[config.mk]
export PLATFORM = sky130hd
export DESIGN_NAME = epoch_civil_date_converter_core
export DESIGN_NICKNAME = d
export VERILOG_FILES = /design/src/hw/rtl/ecdc_pkg.sv /design/src/hw/rtl/ecdc_e2c.sv /design/src/hw/rtl/ecdc_c2e.sv /design/src/hw/rtl/epoch_civil_date_converter_core.sv
export VERILOG_INCLUDE_DIRS = /design/src /design/src/hw/rtl
export SDC_FILE = /design/constraint.sdc
export NUM_CORES = 2
export LEC_CHECK = 0
export ABC_AREA = 1
export BUFFER_PORTS_ARGS = -buffer_cell sky130_fd_sc_hd__clkbuf_2
export CELL_PAD_IN_SITES_DETAIL_PLACEMENT = 2
export CELL_PAD_IN_SITES_GLOBAL_PLACEMENT = 2
export CORE_ASPECT_RATIO = 1.25
export CORE_MARGIN = 4
export CORE_UTILIZATION = 30
export DETAILED_ROUTE_END_ITERATION = 10
export PLACE_DENSITY_LB_ADDON = 0.1
export REMOVE_ABC_BUFFERS = 1
export SLEW_MARGIN = 20
export SYNTH_ARGS = -nofsm -noshare
export SYNTH_HDL_FRONTEND = slang
export SYNTH_SLANG_ARGS = --single-unit
[constraint.sdc]
create_clock -name clock -period 15.8 [get_ports clock]
set_clock_uncertainty 0.2 [all_clocks]
set_input_delay 0 -clock clock [delete_from_list [all_inputs] [get_ports clock]]
set_output_delay 0 -clock clock [all_outputs]
set_load 0.03 [all_outputs]
[src/hw/rtl/epoch_civil_date_converter_core_assert.svh]
// Assertion macros for the epoch/civil date converter core.
// Included by the top level; no other dependencies.
`ifndef EPOCH_CIVIL_DATE_CONVERTER_CORE_ASSERT_SVH
`define EPOCH_CIVIL_DATE_CONVERTER_CORE_ASSERT_SVH

// same-cycle implication
`define ECDC_ASSERT_NOW(label, clk, rst, ante, cons, msg) \
   label: assert property (@(posedge clk) disable iff (rst) (ante) |-> (cons)) \
      else $error(msg);

// next-cycle implication
`define ECDC_ASSERT_NEXT(label, clk, rst, ante, cons, msg) \
   label: assert property (@(posedge clk) disable iff (rst) (ante) |=> (cons)) \
      else $error(msg);

`endif

[src/hw/rtl/ecdc_pkg.sv]
// Shared types, constants and constant-divisor helpers for the
// epoch/civil date converter. No dependencies.
package ecdc_pkg;

   localparam int unsigned NUM_STAGES = 7;

   localparam logic REQ_EPOCH_TO_CIVIL = 1'b0;
   localparam logic REQ_CIVIL_TO_EPOCH = 1'b1;

   typedef struct packed {
      logic        req_type;
      logic [31:0] epoch_seconds;
      logic [13:0] year;
      logic [6:0]  month;
      logic [6:0]  day;
      logic        has_time;
      logic [6:0]  hour;
      logic [6:0]  minute;
      logic [6:0]  second;
   } req_payload_type;

   typedef struct packed {
      logic [31:0] epoch_out;
      logic        date_only;
      logic [11:0] year_out;
      logic [3:0]  month_out;
      logic [4:0]  day_out;
      logic [4:0]  hour_out;
      logic [5:0]  minute_out;
      logic [2:0]  weekday;
   } rsp_payload_type;

   typedef struct packed {
      logic [11:0] year;
      logic [3:0]  month;
      logic [4:0]  day;
      logic [4:0]  hour;
      logic [5:0]  minute;
      logic [2:0]  weekday;
   } civil_fields_type;

   typedef struct packed {
      logic [31:0] epoch;
      logic        date_only;
   } epoch_fields_type;

   typedef logic [NUM_STAGES-1:0] stage_en_type;

   localparam logic [16:0] SECS_PER_DAY  = 17'd86400;
   localparam logic [11:0] SECS_PER_HOUR = 12'd3600;
   localparam logic [5:0]  SECS_PER_MIN  = 6'd60;
   localparam logic [17:0] DAYS_PER_ERA  = 18'd146097;
   localparam logic [19:0] SHIFT_TO_1970 = 20'd719468;
   localparam logic [19:0] ERA4_BASE     = 20'd584388;
   localparam logic [19:0] ERA5_BASE     = 20'd730485;
   localparam logic [17:0] LAST_DOE      = 18'd146096;
   localparam logic [8:0]  DAYS_PER_YEAR = 9'd365;
   localparam logic [8:0]  YEARS_PER_ERA = 9'd400;
   localparam logic [11:0] YEAR_ERA4     = 12'd1600;
   localparam logic [11:0] YEAR_ERA5     = 12'd2000;

   // reciprocal multipliers: M = ceil(2^S / d), S chosen so x_max * (d - 1) < 2^S
   localparam int unsigned DIV675_SHIFT   = 35;
   localparam int unsigned DIV7_SHIFT     = 19;
   localparam int unsigned DIV1460_SHIFT  = 28;
   localparam int unsigned DIV36524_SHIFT = 33;
   localparam int unsigned DIV365_SHIFT   = 26;
   localparam int unsigned DIV100_SHIFT   = 16;
   localparam int unsigned DIV400_SHIFT   = 22;
   localparam int unsigned DIV153_SHIFT   = 19;
   localparam int unsigned DIV5_SHIFT     = 13;
   localparam int unsigned DIV3600_SHIFT  = 29;
   localparam int unsigned DIV60_SHIFT    = 18;

   localparam logic [25:0] DIV675_MULT =
      26'(((64'd1 << DIV675_SHIFT) + 64'd674) / 64'd675);
   localparam logic [16:0] DIV7_MULT =
      17'(((64'd1 << DIV7_SHIFT) + 64'd6) / 64'd7);
   localparam logic [17:0] DIV1460_MULT =
      18'(((64'd1 << DIV1460_SHIFT) + 64'd1459) / 64'd1460);
   localparam logic [17:0] DIV36524_MULT =
      18'(((64'd1 << DIV36524_SHIFT) + 64'd36523) / 64'd36524);
   localparam logic [17:0] DIV365_MULT =
      18'(((64'd1 << DIV365_SHIFT) + 64'd364) / 64'd365);
   localparam logic [9:0] DIV100_MULT =
      10'(((64'd1 << DIV100_SHIFT) + 64'd99) / 64'd100);
   localparam logic [13:0] DIV400_MULT =
      14'(((64'd1 << DIV400_SHIFT) + 64'd399) / 64'd400);
   localparam logic [11:0] DIV153_MULT =
      12'(((64'd1 << DIV153_SHIFT) + 64'd152) / 64'd153);
   localparam logic [10:0] DIV5_MULT =
      11'(((64'd1 << DIV5_SHIFT) + 64'd4) / 64'd5);
   localparam logic [17:0] DIV3600_MULT =
      18'(((64'd1 << DIV3600_SHIFT) + 64'd3599) / 64'd3600);
   localparam logic [12:0] DIV60_MULT =
      13'(((64'd1 << DIV60_SHIFT) + 64'd59) / 64'd60);

   // x < 2^25
   function automatic logic [15:0] div675(input logic [24:0] x);
      logic [50:0] prod;
      prod = 51'(x) * 51'(DIV675_MULT);
      return prod[DIV675_SHIFT +: 16];
   endfunction

   // x <= 49714
   function automatic logic [12:0] div7(input logic [15:0] x);
      logic [32:0] prod;
      prod = 33'(x) * 33'(DIV7_MULT);
      return prod[DIV7_SHIFT +: 13];
   endfunction

   // x <= 146096
   function automatic logic [6:0] div1460(input logic [17:0] x);
      logic [35:0] prod;
      prod = 36'(x) * 36'(DIV1460_MULT);
      return prod[DIV1460_SHIFT +: 7];
   endfunction

   // x <= 146096
   function automatic logic [2:0] div36524(input logic [17:0] x);
      logic [35:0] prod;
      prod = 36'(x) * 36'(DIV36524_MULT);
      return prod[DIV36524_SHIFT +: 3];
   endfunction

   // x <= 146096
   function automatic logic [8:0] div365(input logic [17:0] x);
      logic [35:0] prod;
      prod = 36'(x) * 36'(DIV365_MULT);
      return prod[DIV365_SHIFT +: 9];
   endfunction

   // x <= 399
   function automatic logic [1:0] div100(input logic [8:0] x);
      logic [18:0] prod;
      prod = 19'(x) * 19'(DIV100_MULT);
      return prod[DIV100_SHIFT +: 2];
   endfunction

   // x <= 9999
   function automatic logic [4:0] div400(input logic [13:0] x);
      logic [27:0] prod;
      prod = 28'(x) * 28'(DIV400_MULT);
      return prod[DIV400_SHIFT +: 5];
   endfunction

   // x <= 1827
   function automatic logic [3:0] div153(input logic [10:0] x);
      logic [22:0] prod;
      prod = 23'(x) * 23'(DIV153_MULT);
      return prod[DIV153_SHIFT +: 4];
   endfunction

   // x <= 1685
   function automatic logic [8:0] div5(input logic [10:0] x);
      logic [21:0] prod;
      prod = 22'(x) * 22'(DIV5_MULT);
      return prod[DIV5_SHIFT +: 9];
   endfunction

   // x < 86400
   function automatic logic [4:0] div3600(input logic [16:0] x);
      logic [34:0] prod;
      prod = 35'(x) * 35'(DIV3600_MULT);
      return prod[DIV3600_SHIFT +: 5];
   endfunction

   // x < 3600
   function automatic logic [5:0] div60(input logic [11:0] x);
      logic [24:0] prod;
      prod = 25'(x) * 25'(DIV60_MULT);
      return prod[DIV60_SHIFT +: 6];
   endfunction

endpackage

[src/hw/rtl/ecdc_e2c.sv]
// Epoch seconds to civil date/time datapath, NUM_STAGES register stages.
// Depends on ecdc_pkg; stage enables come from the top-level flow control.
module ecdc_e2c
   import ecdc_pkg::*;
(
   input  logic             clock,
   input  stage_en_type     en,
   input  logic [31:0]      epoch_seconds,
   output civil_fields_type fields
);

   // stage 1
   logic [31:0] e1_epoch_ff;
   logic [15:0] e1_days_ff, e1_days_in;

   // stage 2
   logic [31:0] e2_day_secs;
   logic [31:0] e2_rem_full;
   logic [19:0] e2_z;
   logic        e2_era5;
   logic [19:0] e2_doe_full;
   logic [15:0] e2_dayp4;
   logic [16:0] e2_rem_ff;
   logic [17:0] e2_doe_ff;
   logic        e2_era5_ff;
   logic [15:0] e2_dayp4_ff;
   logic [12:0] e2_q7_ff, e2_q7_in;

   // stage 3
   logic [15:0] e3_wd_full;
   logic [16:0] e3_rem_ff;
   logic [4:0]  e3_hour_ff, e3_hour_in;
   logic [17:0] e3_doe_ff;
   logic [6:0]  e3_q1460_ff, e3_q1460_in;
   logic [2:0]  e3_q36524_ff, e3_q36524_in;
   logic        e3_last_ff, e3_last_in;
   logic [2:0]  e3_wday_ff;
   logic        e3_era5_ff;

   // stage 4
   logic [17:0] e4_t;
   logic [16:0] e4_remh_full;
   logic [17:0] e4_doe_ff;
   logic [8:0]  e4_yoe_ff, e4_yoe_in;
   logic [11:0] e4_remh_ff;
   logic [4:0]  e4_hour_ff;
   logic [2:0]  e4_wday_ff;
   logic        e4_era5_ff;

   // stage 5
   logic [1:0]  e5_q100;
   logic [17:0] e5_year_days;
   logic [17:0] e5_doy_full;
   logic [5:0]  e5_minute_ff, e5_minute_in;
   logic [8:0]  e5_doy_ff;
   logic [11:0] e5_y_ff, e5_y_in;
   logic [4:0]  e5_hour_ff;
   logic [2:0]  e5_wday_ff;

   // stage 6
   logic [3:0]  e6_mp_ff, e6_mp_in;
   logic [8:0]  e6_doy_ff;
   logic [11:0] e6_y_ff;
   logic [4:0]  e6_hour_ff;
   logic [5:0]  e6_minute_ff;
   logic [2:0]  e6_wday_ff;

   // stage 7
   logic [8:0]       e7_dsub;
   logic [8:0]       e7_day_full;
   logic [3:0]       e7_month;
   civil_fields_type e7_fields_ff, e7_fields_in;

   assign e1_days_in = div675(epoch_seconds[31:7]);

   always_ff @(posedge clock) begin
      if (en[0]) begin
         e1_epoch_ff <= epoch_seconds;
         e1_days_ff  <= e1_days_in;
      end
   end

   always_comb begin
      e2_day_secs = 32'(e1_days_ff) * 32'(SECS_PER_DAY);
      e2_rem_full = e1_epoch_ff - e2_day_secs;
      e2_z        = 20'(e1_days_ff) + SHIFT_TO_1970;
      e2_era5     = e2_z >= ERA5_BASE;
      e2_doe_full = e2_z - (e2_era5 ? ERA5_BASE : ERA4_BASE);
      e2_dayp4    = e1_days_ff + 16'd4;
      e2_q7_in    = div7(e2_dayp4);
   end

   always_ff @(posedge clock) begin
      if (en[1]) begin
         e2_rem_ff   <= e2_rem_full[16:0];
         e2_doe_ff   <= e2_doe_full[17:0];
         e2_era5_ff  <= e2_era5;
         e2_dayp4_ff <= e2_dayp4;
         e2_q7_ff    <= e2_q7_in;
      end
   end

   always_comb begin
      e3_hour_in   = div3600(e2_rem_ff);
      e3_q1460_in  = div1460(e2_doe_ff);
      e3_q36524_in = div36524(e2_doe_ff);
      e3_last_in   = e2_doe_ff == LAST_DOE;
      e3_wd_full   = e2_dayp4_ff - 16'(e2_q7_ff) * 16'd7;
   end

   always_ff @(posedge clock) begin
      if (en[2]) begin
         e3_rem_ff    <= e2_rem_ff;
         e3_hour_ff   <= e3_hour_in;
         e3_doe_ff    <= e2_doe_ff;
         e3_q1460_ff  <= e3_q1460_in;
         e3_q36524_ff <= e3_q36524_in;
         e3_last_ff   <= e3_last_in;
         e3_wday_ff   <= e3_wd_full[2:0];
         e3_era5_ff   <= e2_era5_ff;
      end
   end

   always_comb begin
      e4_t = e3_doe_ff - 18'(e3_q1460_ff) + 18'(e3_q36524_ff) - 18'(e3_last_ff);
      e4_yoe_in = div365(e4_t);
      e4_remh_full = e3_rem_ff - 17'(e3_hour_ff) * 17'(SECS_PER_HOUR);
   end

   always_ff @(posedge clock) begin
      if (en[3]) begin
         e4_doe_ff  <= e3_doe_ff;
         e4_yoe_ff  <= e4_yoe_in;
         e4_remh_ff <= e4_remh_full[11:0];
         e4_hour_ff <= e3_hour_ff;
         e4_wday_ff <= e3_wday_ff;
         e4_era5_ff <= e3_era5_ff;
      end
   end

   always_comb begin
      e5_minute_in = div60(e4_remh_ff);
      e5_q100      = div100(e4_yoe_ff);
      e5_year_days = 18'(e4_yoe_ff) * 18'(DAYS_PER_YEAR) + 18'(e4_yoe_ff[8:2])
                     - 18'(e5_q100);
      e5_doy_full  = e4_doe_ff - e5_year_days;
      e5_y_in      = 12'(e4_yoe_ff) + (e4_era5_ff ? YEAR_ERA5 : YEAR_ERA4);
   end

   always_ff @(posedge clock) begin
      if (en[4]) begin
         e5_minute_ff <= e5_minute_in;
         e5_doy_ff    <= e5_doy_full[8:0];
         e5_y_ff      <= e5_y_in;
         e5_hour_ff   <= e4_hour_ff;
         e5_wday_ff   <= e4_wday_ff;
      end
   end

   assign e6_mp_in = div153(11'(e5_doy_ff) * 11'd5 + 11'd2);

   always_ff @(posedge clock) begin
      if (en[5]) begin
         e6_mp_ff     <= e6_mp_in;
         e6_doy_ff    <= e5_doy_ff;
         e6_y_ff      <= e5_y_ff;
         e6_hour_ff   <= e5_hour_ff;
         e6_minute_ff <= e5_minute_ff;
         e6_wday_ff   <= e5_wday_ff;
      end
   end

   // mp counts months from March
   always_comb begin
      e7_dsub     = div5(11'(e6_mp_ff) * 11'd153 + 11'd2);
      e7_day_full = e6_doy_ff - e7_dsub + 9'd1;
      e7_month    = (e6_mp_ff < 4'd10) ? e6_mp_ff + 4'd3 : e6_mp_ff - 4'd9;
      e7_fields_in.year    = e6_y_ff + 12'(e7_month <= 4'd2);
      e7_fields_in.month   = e7_month;
      e7_fields_in.day     = e7_day_full[4:0];
      e7_fields_in.hour    = e6_hour_ff;
      e7_fields_in.minute  = e6_minute_ff;
      e7_fields_in.weekday = e6_wday_ff;
   end

   always_ff @(posedge clock) begin
      if (en[6]) begin
         e7_fields_ff <= e7_fields_in;
      end
   end

   assign fields = e7_fields_ff;

endmodule

[src/hw/rtl/ecdc_c2e.sv]
// Civil date/time to epoch seconds datapath with range checks,
// NUM_STAGES register stages. Depends on ecdc_pkg.
module ecdc_c2e
   import ecdc_pkg::*;
(
   input  logic             clock,
   input  stage_en_type     en,
   input  req_payload_type  req,
   output epoch_fields_type fields
);

   // stage 1
   logic        c1_md_ok;
   logic        c1_time_ok;
   logic        c1_jan_feb;
   logic        c1_y_neg;
   logic        c1_y_big;
   logic [6:0]  c1_mshift_full;
   logic        c1_ok_ff, c1_ok_in;
   logic        c1_date_only_ff, c1_date_only_in;
   logic [13:0] c1_y_ff, c1_y_in;
   logic [3:0]  c1_mshift_ff;
   logic [4:0]  c1_day_ff;
   logic [16:0] c1_tsec_ff, c1_tsec_in;

   // stage 2
   logic        c2_ok_ff;
   logic        c2_date_only_ff;
   logic [13:0] c2_y_ff;
   logic [4:0]  c2_era_ff, c2_era_in;
   logic [8:0]  c2_doy_ff, c2_doy_in;
   logic [16:0] c2_tsec_ff;

   // stage 3
   logic [13:0] c3_yoe_full;
   logic        c3_ok_ff;
   logic        c3_date_only_ff;
   logic [4:0]  c3_era_ff;
   logic [8:0]  c3_yoe_ff;
   logic [8:0]  c3_doy_ff;
   logic [16:0] c3_tsec_ff;

   // stage 4
   logic [1:0]  c4_q100;
   logic        c4_ok_ff;
   logic        c4_date_only_ff;
   logic [4:0]  c4_era_ff;
   logic [17:0] c4_doe_ff, c4_doe_in;
   logic [16:0] c4_tsec_ff;

   // stage 5
   logic [21:0] c5_sum;
   logic        c5_ok_ff;
   logic        c5_date_only_ff;
   logic        c5_days_ok_ff;
   logic [21:0] c5_days_ff;
   logic [16:0] c5_tsec_ff;

   // stage 6
   logic [39:0] c6_total;
   logic        c6_ok_ff, c6_ok_in;
   logic        c6_date_only_ff;
   logic [31:0] c6_total_ff;

   // stage 7
   epoch_fields_type c7_fields_ff, c7_fields_in;

   always_comb begin
      c1_md_ok   = req.month >= 7'd1 && req.month <= 7'd12 &&
                   req.day >= 7'd1 && req.day <= 7'd31;
      c1_time_ok = req.hour <= 7'd23 && req.minute <= 7'd59 && req.second <= 7'd60;
      c1_jan_feb = req.month <= 7'd2;
      c1_y_neg   = c1_jan_feb && req.year == 14'd0;
      // every year after 2106 overflows 32 bits
      c1_y_big   = req.year > 14'd2106;
      c1_ok_in   = c1_md_ok && (!req.has_time || c1_time_ok) && !c1_y_neg && !c1_y_big;
      c1_date_only_in = c1_md_ok && !req.has_time;
      c1_y_in    = req.year - 14'(c1_jan_feb);
      c1_mshift_full = c1_jan_feb ? req.month + 7'd9 : req.month - 7'd3;
      if (req.has_time) begin
         c1_tsec_in = 17'(req.hour) * 17'(SECS_PER_HOUR) +
                      17'(req.minute) * 17'(SECS_PER_MIN) + 17'(req.second);
      end else begin
         c1_tsec_in = '0;
      end
   end

   always_ff @(posedge clock) begin
      if (en[0]) begin
         c1_ok_ff        <= c1_ok_in;
         c1_date_only_ff <= c1_date_only_in;
         c1_y_ff         <= c1_y_in;
         c1_mshift_ff    <= c1_mshift_full[3:0];
         c1_day_ff       <= req.day[4:0];
         c1_tsec_ff      <= c1_tsec_in;
      end
   end

   always_comb begin
      c2_era_in = div400(c1_y_ff);
      c2_doy_in = div5(11'(c1_mshift_ff) * 11'd153 + 11'd2) + 9'(c1_day_ff) - 9'd1;
   end

   always_ff @(posedge clock) begin
      if (en[1]) begin
         c2_ok_ff        <= c1_ok_ff;
         c2_date_only_ff <= c1_date_only_ff;
         c2_y_ff         <= c1_y_ff;
         c2_era_ff       <= c2_era_in;
         c2_doy_ff       <= c2_doy_in;
         c2_tsec_ff      <= c1_tsec_ff;
      end
   end

   assign c3_yoe_full = c2_y_ff - 14'(c2_era_ff) * 14'(YEARS_PER_ERA);

   always_ff @(posedge clock) begin
      if (en[2]) begin
         c3_ok_ff        <= c2_ok_ff;
         c3_date_only_ff <= c2_date_only_ff;
         c3_era_ff       <= c2_era_ff;
         c3_yoe_ff       <= c3_yoe_full[8:0];
         c3_doy_ff       <= c2_doy_ff;
         c3_tsec_ff      <= c2_tsec_ff;
      end
   end

   always_comb begin
      c4_q100   = div100(c3_yoe_ff);
      c4_doe_in = 18'(c3_yoe_ff) * 18'(DAYS_PER_YEAR) + 18'(c3_yoe_ff[8:2])
                  - 18'(c4_q100) + 18'(c3_doy_ff);
   end

   always_ff @(posedge clock) begin
      if (en[3]) begin
         c4_ok_ff        <= c3_ok_ff;
         c4_date_only_ff <= c3_date_only_ff;
         c4_era_ff       <= c3_era_ff;
         c4_doe_ff       <= c4_doe_in;
         c4_tsec_ff      <= c3_tsec_ff;
      end
   end

   assign c5_sum = 22'(c4_era_ff) * 22'(DAYS_PER_ERA) + 22'(c4_doe_ff);

   always_ff @(posedge clock) begin
      if (en[4]) begin
         c5_ok_ff        <= c4_ok_ff;
         c5_date_only_ff <= c4_date_only_ff;
         c5_days_ok_ff   <= c5_sum >= 22'(SHIFT_TO_1970);
         c5_days_ff      <= c5_sum - 22'(SHIFT_TO_1970);
         c5_tsec_ff      <= c4_tsec_ff;
      end
   end

   always_comb begin
      c6_total = 40'(c5_days_ff) * 40'(SECS_PER_DAY) + 40'(c5_tsec_ff);
      c6_ok_in = c5_ok_ff && c5_days_ok_ff && c6_total[39:32] == 8'd0;
   end

   always_ff @(posedge clock) begin
      if (en[5]) begin
         c6_ok_ff        <= c6_ok_in;
         c6_date_only_ff <= c5_date_only_ff;
         c6_total_ff     <= c6_total[31:0];
      end
   end

   always_comb begin
      c7_fields_in.epoch     = c6_ok_ff ? c6_total_ff : 32'd0;
      c7_fields_in.date_only = c6_date_only_ff;
   end

   always_ff @(posedge clock) begin
      if (en[6]) begin
         c7_fields_ff <= c7_fields_in;
      end
   end

   assign fields = c7_fields_ff;

endmodule

[src/hw/rtl/epoch_civil_date_converter_core.sv]
// Epoch / civil date converter: accepts one transaction per clock while
// req_ready is high and returns one result per transaction, in order. Each of
// the seven register stages holds at most three reciprocal multiplies of the
// constant divisions. Each stage keeps its own valid bit and loads whenever
// it is empty or the stage after it moves, so bubbles close up under
// backpressure; req_ready follows rsp_ready through that chain in the same
// cycle. Civil-to-epoch results carry 0 in the civil fields and
// epoch-to-civil results carry 0 in epoch_out and date_only. Depends on
// ecdc_pkg, ecdc_e2c, ecdc_c2e and the assertion macro header.
`include "epoch_civil_date_converter_core_assert.svh"

module epoch_civil_date_converter_core
   import ecdc_pkg::*;
(
   input  logic            clock,
   input  logic            reset,
   input  logic            req_valid,
   output logic            req_ready,
   input  req_payload_type req_payload,
   output logic            rsp_valid,
   input  logic            rsp_ready,
   output rsp_payload_type rsp_payload
);

   localparam int unsigned LAST = NUM_STAGES - 1;

   stage_en_type     stage_en;
   stage_en_type     valid_ff, valid_in;
   stage_en_type     valid_shift;
   stage_en_type     kind_ff, kind_in;
   stage_en_type     kind_shift;
   civil_fields_type civil_res;
   epoch_fields_type epoch_res;

   assign stage_en[LAST] = !valid_ff[LAST] || rsp_ready;

   for (genvar k = 0; k < LAST; k++) begin : g_stall
      assign stage_en[k] = !valid_ff[k] || stage_en[k+1];
   end

   assign valid_shift = {valid_ff[LAST-1:0], req_valid};
   assign kind_shift  = {kind_ff[LAST-1:0], req_payload.req_type};
   assign valid_in    = (valid_shift & stage_en) | (valid_ff & ~stage_en);
   assign kind_in     = (kind_shift & stage_en) | (kind_ff & ~stage_en);

   always_ff @(posedge clock) begin
      if (reset) begin
         valid_ff <= '0;
      end else begin
         valid_ff <= valid_in;
      end
   end

   always_ff @(posedge clock) begin
      kind_ff <= kind_in;
   end

   assign req_ready = stage_en[0];
   assign rsp_valid = valid_ff[LAST];

   ecdc_e2c u_e2c (
      .clock         (clock),
      .en            (stage_en),
      .epoch_seconds (req_payload.epoch_seconds),
      .fields        (civil_res)
   );

   ecdc_c2e u_c2e (
      .clock  (clock),
      .en     (stage_en),
      .req    (req_payload),
      .fields (epoch_res)
   );

   always_comb begin
      rsp_payload = '0;
      if (kind_ff[LAST] == REQ_CIVIL_TO_EPOCH) begin
         rsp_payload.epoch_out = epoch_res.epoch;
         rsp_payload.date_only = epoch_res.date_only;
      end else begin
         rsp_payload.year_out   = civil_res.year;
         rsp_payload.month_out  = civil_res.month;
         rsp_payload.day_out    = civil_res.day;
         rsp_payload.hour_out   = civil_res.hour;
         rsp_payload.minute_out = civil_res.minute;
         rsp_payload.weekday    = civil_res.weekday;
      end
   end

   `ECDC_ASSERT_NEXT(a_accept_captured, clock, reset, req_valid && req_ready, valid_ff[0], "accepted transaction not captured")
   `ECDC_ASSERT_NEXT(a_stall_holds_result, clock, reset, rsp_valid && !rsp_ready, rsp_valid && $stable(kind_ff[LAST]) && $stable(civil_res) && $stable(epoch_res), "stalled result changed")
   `ECDC_ASSERT_NOW(a_civil_ranges, clock, reset, rsp_valid && kind_ff[LAST] == REQ_EPOCH_TO_CIVIL, rsp_payload.month_out >= 4'd1 && rsp_payload.month_out <= 4'd12 && rsp_payload.day_out >= 5'd1 && rsp_payload.day_out <= 5'd31 && rsp_payload.hour_out <= 5'd23 && rsp_payload.minute_out <= 6'd59 && rsp_payload.weekday <= 3'd6, "civil field out of range")

endmodule
; ---- After elaboration in Yosys (flattened, before gate mapping)
; Index checks and enable logic that the tools add are counted.
[classes]
n_addsub = 35
multipliers = 26
magnitude_cmp = 13
eq_ne = 1
n_mux = 6
n_bitwise = 7
reduce_logical = 32
[op_table]
columns = cell, count
row1 = "multiplier 18 x 16 -> 33 bit, second input constant", 2
row2 = "multiplier 25 x 26 -> 51 bit, second input constant", 1
row3 = adder 39 x 17 -> 40 bit, 1
row4 = "multiplier 18 x 18 -> 36 bit, second input constant", 1
row5 = 2-to-1 mux 35 bit, 1
row6 = "multiplier 17 x 18 -> 34 bit, second input constant", 1
row7 = "adder 11 x 2 -> 11 bit, second input constant", 3
row8 = 2-to-1 mux 33 bit, 1
row9 = "multiplier 16 x 17 -> 32 bit, second input constant", 1
row10 = "multiplier 22 x 10 -> 32 bit, second input constant", 1
row11 = AND 7 bit, 4
row12 = "multiplier 9 x 6 -> 14 bit, second input constant", 2
row13 = "multiplier 14 x 13 -> 26 bit, second input constant", 1
row14 = "multiplier 11 x 12 -> 23 bit, second input constant", 1
row15 = "multiplier 12 x 12 -> 23 bit, second input constant", 1
row16 = adder 22 x 18 -> 22 bit, 1
row17 = ">= comparator 22 x 20 -> 1 bit, second input constant", 1
row18 = "multiplier 11 x 11 -> 22 bit, second input constant", 1
row19 = "multiplier 4 x 8 -> 11 bit, second input constant", 2
row20 = "multiplier 5 x 18 -> 22 bit, second input constant", 1
row21 = "subtractor 22 x 20 -> 22 bit, second input constant", 1
row22 = "adder 16 x 20 -> 20 bit, second input constant", 1
row23 = ">= comparator 20 bit, second input constant", 1
row24 = adder 18 x 3 -> 18 bit, 1
row25 = other kinds (55), 88
[totals]
reg_bits = 570
in_bits = 87
output_inout_bits = 70
word_cells = 193

; ---- Depth between registers and ports, before layout
[depth]
ltp_word = 11
mapped_depth = 41
depth_no_buf = 41

; ---- Hierarchy
; From an unflattened synthesis, not the netlist that was laid out.
[unflattened]
hier_cells = 8943
area_unflattened_um2 = 84428.5
[modules_own_cells]
columns = mod, instances, cells_each, area_per_inst_um2, seq_area_each_um2
row1 = ecdc_e2c, 1, 5616, 54111.9, 8077.7
row2 = ecdc_c2e, 1, 3139, 29229.3, 8318.0
row3 = epoch_civil_date_converter_core, 1, 188, 1087.3, 350.3

; ---- Worst setup path after synthesis
; Ideal clock, no wire load.
[synth_timing]
path_kind = flip-flop to flip-flop
startpoint = reg with a tool-made name
endpoint = reg with a tool-made name
setup_time_ps = 447
t_arrival_ps = 10892
required_ps = 15153
setup_slack_ps = 4261
path_stages_with_launch = 14
path_buffers = 0
period_less_slack_ps = 11539
path_cell_list = dfxtp_1 -> inv_1 -> nor2_1 -> inv_1 -> nor2_1 -> inv_1 -> nor2_1 -> inv_1 -> nor2_1 -> inv_1 -> nor2_1 -> inv_1 -> nor2_1 -> nand2_1

; ---- Worst setup path in the final report
[layout_timing]
startpoint = reg u_e2c.e3_last_ff
endpoint = reg u_e2c.e4_yoe_ff[8], data pin
[layout_between]
elab_chain_cells = 2
[layout_rtl]
columns = item, line
row1 = from (decl), ecdc_e2c.sv:36  ; logic e3_last_ff, e3_last_in;
row2 = from (signal assigned), ecdc_e2c.sv:118  ; e3_last_ff <= e3_last_in;
row3 = subtractor 18 x 1 -> 18 bit, ecdc_e2c.sv:125  ; e4_t = e3_doe_ff - 18'(e3_q1460_ff) + 18'(e3_q36524_ff) - 18'(e3_last_ff);
row4 = multiplier 18 x 16 -> 33 bit, ecdc_pkg.sv:129  ; prod = 36'(x) * 36'(DIV365_MULT);
row5 = net u_e2c.e4_yoe_in[8], ecdc_e2c.sv:44  ; logic [8:0] e4_yoe_ff, e4_yoe_in;
row6 = to (signal assigned), ecdc_e2c.sv:133  ; e4_yoe_ff <= e4_yoe_in;
row7 = to (decl), ecdc_e2c.sv:44
; The timed path passes the listed nets, and every way through them passes these cells.
; A chain may end at the register's enable or synchronous reset.

==> summary.txt <==
Clock tree
  – CTS Buf Count: 74
  – CTS Root Cell: clkbuf_16
  – CTS max path bufs: 3
  – CTS Sinks: 560
  – H-tree Lvls: 3
  – Clk Latency, worst-skew pair: approximately 0.71 ns
  – Clock transition at path regs: approximately 0.06 ns
  – TritonCTS clock tree: built

Yosys
  – Post-Synthesis Cell Area: a little over 80000 sq um
  – YS warnings: 0
  – Commonest cells in the netlist: 2237 x inv_1, 1818 x ha_1, 964 x fa_1, 882 x nand2_1, 553 x edfxtp_1
  – Largest area contributor in the netlist: ha_1
  – Synth unique cells: a little over 60
  – Synth top area cells: ha_1 28%, fa_1 24%, edfxtp_1 20%
  – Post-synthesis sequential area ratio: 0.204
  – Ys async rst share: 0
  – Top-count cell post-synth: inv_1
  – EDFF count, synth: roughly 550
  – Area fraction of the dominant cell type after synthesis: 0.277
  – Syn Inst Count: between 8000 and 9000
  – Main flop type after synthesis: edfxtp_1
  – Synthesized area per cell: 9.78 sq um
  – #FFs+latches synth: 560

Floorplan
  – Die area: about 280000 sq um
  – Starting Density: 0.302
  – Die W: roughly 480 microns
  – Placement row count: between 200 and 250
  – Io pins: between 150 and 200
  – Core area: roughly 270000 sq um
  – Die height: around 600 microns

Timing
  – Setup_tns: 0 ns
  – Period Utilization, post-route: 0.589
  – Slew margin rel.: 0.260
  – Fmax: roughly 110 MHz
  – Crit path time final: between 9 and 10 ns
  – Max-slew violation count: 0
  – RSZ-0062 raised after global routing: no
  – Final setup vio count: 0
  – Least-Margin Pin Slew: approximately 1.1 ns
  – Final hold vios: 0
  – Min Hold Slack: 0.0850 ns

Routing
  – Detailed Routing Iterations Pass 1: 5
  – Wirelength per Cell: roughly 19 microns
  – Routed Antenna Nets: 0
  – Vias per inst: between 4 and 5
  – Via Count: between 50000 and 60000
  – DRC Markers: 0
  – DRT iter0 DRCs: 1372
  – Final wirelength: about 240000 microns

Placement
  – Routability Congestion: between 0.8 and 0.9
  – Post-DP HPWL: about 210000 microns
  – PortBufs: ~160

Finish
  – Layout Nets: ~12000
  – # fillers: just under 30000
  – Layout cell share with drive strength beyond 1: 0.0474
  – Layout area overhead: 11.3%

Worst setup path
  – Worst setup SP type: register
  – Critical path's slowest cell: xor2_1
  – Worst Setup Path Type: reg2reg
  – CP peak stage delay: around 0.7 ns
  – WP data required: approximately 16 ns
  – Critical Path Most Common Cell: nand2_1
  – CP Max Fanout: 6
  – Worst Setup End Kind: register
  – Worst Path Arrival: between 9 and 10 ns

Global route
  – Vias in the first global route: approximately 67000
  – Total congestion overflow: 0
  – Largest net degree at the start of global routing: 69
  – GRT Resource Usage Total: 0.171
  – Initial antenna violation count: 10
  – First-pass GRT wire length: roughly 380000 microns

Outcome
  – Status: finished clean

Worst hold path
  – HP Class: in2reg

Run
  – Max-cap violations: 0
==> final cells by class <==
cell class | instances | area (sq um) | area share
Multi-Input combinational cell | 5567 | 56800 | 0.622
Sequential cell | 560 | 16700 | 0.183
Inverter | 2248 | 8450 | 0.0926
Tap cell | 3564 | 4460 | 0.0488
Timing Repair Buffer | 306 | 2190 | 0.0240
Clock buffer | 83 | 1960 | 0.0214
Clock inverter | 53 | 662 | 0.00725
Antenna cell | 3 | 7.51 | 0.0000822
==> cells by family after synthesis <==
group           after synthesis  share of synthesized area
compound gates              786                     0.0539
xor+xnor                    386                     0.0412
fa+ha+maj                  2782                      0.512
buf+inv                    2264                      0.104
flops                       560                      0.204
simple gates               1613                     0.0847
==> worst paths after layout <==
path | start | to | slack (ns) | cells after the start
setup reg to reg | u_e2c.e3_last_ff | u_e2c.e4_yoe_ff[8] | 6.50 | 39
setup / recovery | u_e2c.e3_last_ff | u_e2c.e4_yoe_ff[8] | 6.50 | 39
hold reg to reg | u_c2e.c3_era_ff[2] | u_c2e.c4_era_ff[2] | 0.19 | 0
hold / removal | req_payload[7] | u_c2e.c1_tsec_ff[4] | 0.09 | 6
==> critical path: cells and delay by family, from the launching register on <==
| kind | cells | cell delay, ns |
|---|---|---|
| fa+ha+maj | 11 | 4.76 |
| simple gates | 15 | 1.42 |
| compound gates | 5 | 1.26 |
| xor+xnor | 1 | 0.69 |
| buf+inv | 7 | 0.34 |
| flops | 1 | 0.33 |
==> metrics by stage <==
| stage | worst slack, ns | instances | util | instance area, sq um |
|---|---|---|---|---|
| floorplan | 4.26 | 8375 | - | 82000 |
| CTS | 6.29 | 12400 | 0.336 | 91300 |
| global route | 5.84 | 12400 | 0.336 | 91300 |
| detailed placement | 6.31 | 12100 | 0.322 | 87500 |
| finish | 6.50 | 12400 | 0.336 | 91300 |
| global placement | 6.30 | 12100 | 0.322 | 87500 |
==> placed cells by master (no fill, tap or decap), types with 48 or more instances in the layout <==
cell / synthesis / final
a21oi_1: 405 / 405
clkbuf_16: 0 / 76
clkbuf_2: 0 / 156
dlygate4sd3_1: 0 / 113
edfxtp_1: 553 / 553
fa_1: 964 / 964
ha_1: 1818 / 1818
inv_1: 2237 / 2231
nand2_1: 882 / 881
nand3_1: 165 / 165
nand4_1: 71 / 71
nor2_1: 327 / 327
nor3_1: 49 / 48
o21ai_0: 190 / 190
xnor2_1: 150 / 150
xor2_1: 236 / 235
==> metal layers <==
metal  vias to the layer above  wire (microns)  global-route usage
met2                       368          130000               0.339
met3                       202            4190              0.0153
met4                         6            6010              0.0402
met5                         -              29                   0
met1                     28600           96100               0.195
li1                      27400               -                   -
==> what timing repair did <==
| action | 4_1_cts | 5_1_grt |
|---|---|---|
| buffers inserted | 0 | 0 |
| hold endpoints to repair | 81 | 0 |
| hold buffers | 113 | 0 |
| setup endpoints to repair | 0 | 0 |
| gates resized for setup | 0 | 0 |
==> state kept, by name (all words and copies together), names as in the netlist, 12 cells and up, named ones only <==
name / cells
u_e2c.fields: 35
u_c2e.c2_tsec_ff: 17
u_e2c.e4_remh_ff: 12
u_c2e.c4_doe_ff: 18
u_c2e.c3_tsec_ff: 17
u_c2e.c1_tsec_ff: 17
u_e2c.e1_epoch_ff: 17
u_e2c.e2_doe_ff: 18
u_c2e.fields: 33
u_c2e.c1_y_ff: 14
u_c2e.c5_tsec_ff: 17
u_c2e.c6_total_ff: 32
u_c2e.c5_days_ff: 22
u_e2c.e3_rem_ff: 12
u_e2c.e2_rem_ff: 17
u_e2c.e6_y_ff: 12
u_e2c.e5_y_ff: 12
u_c2e.c4_tsec_ff: 17
u_e2c.e1_days_ff: 16
u_e2c.e3_doe_ff: 18
Power is left out: the tool's default activity adds up to more than one toggle a clock period on the data nets, which glitch-free logic cannot reach.
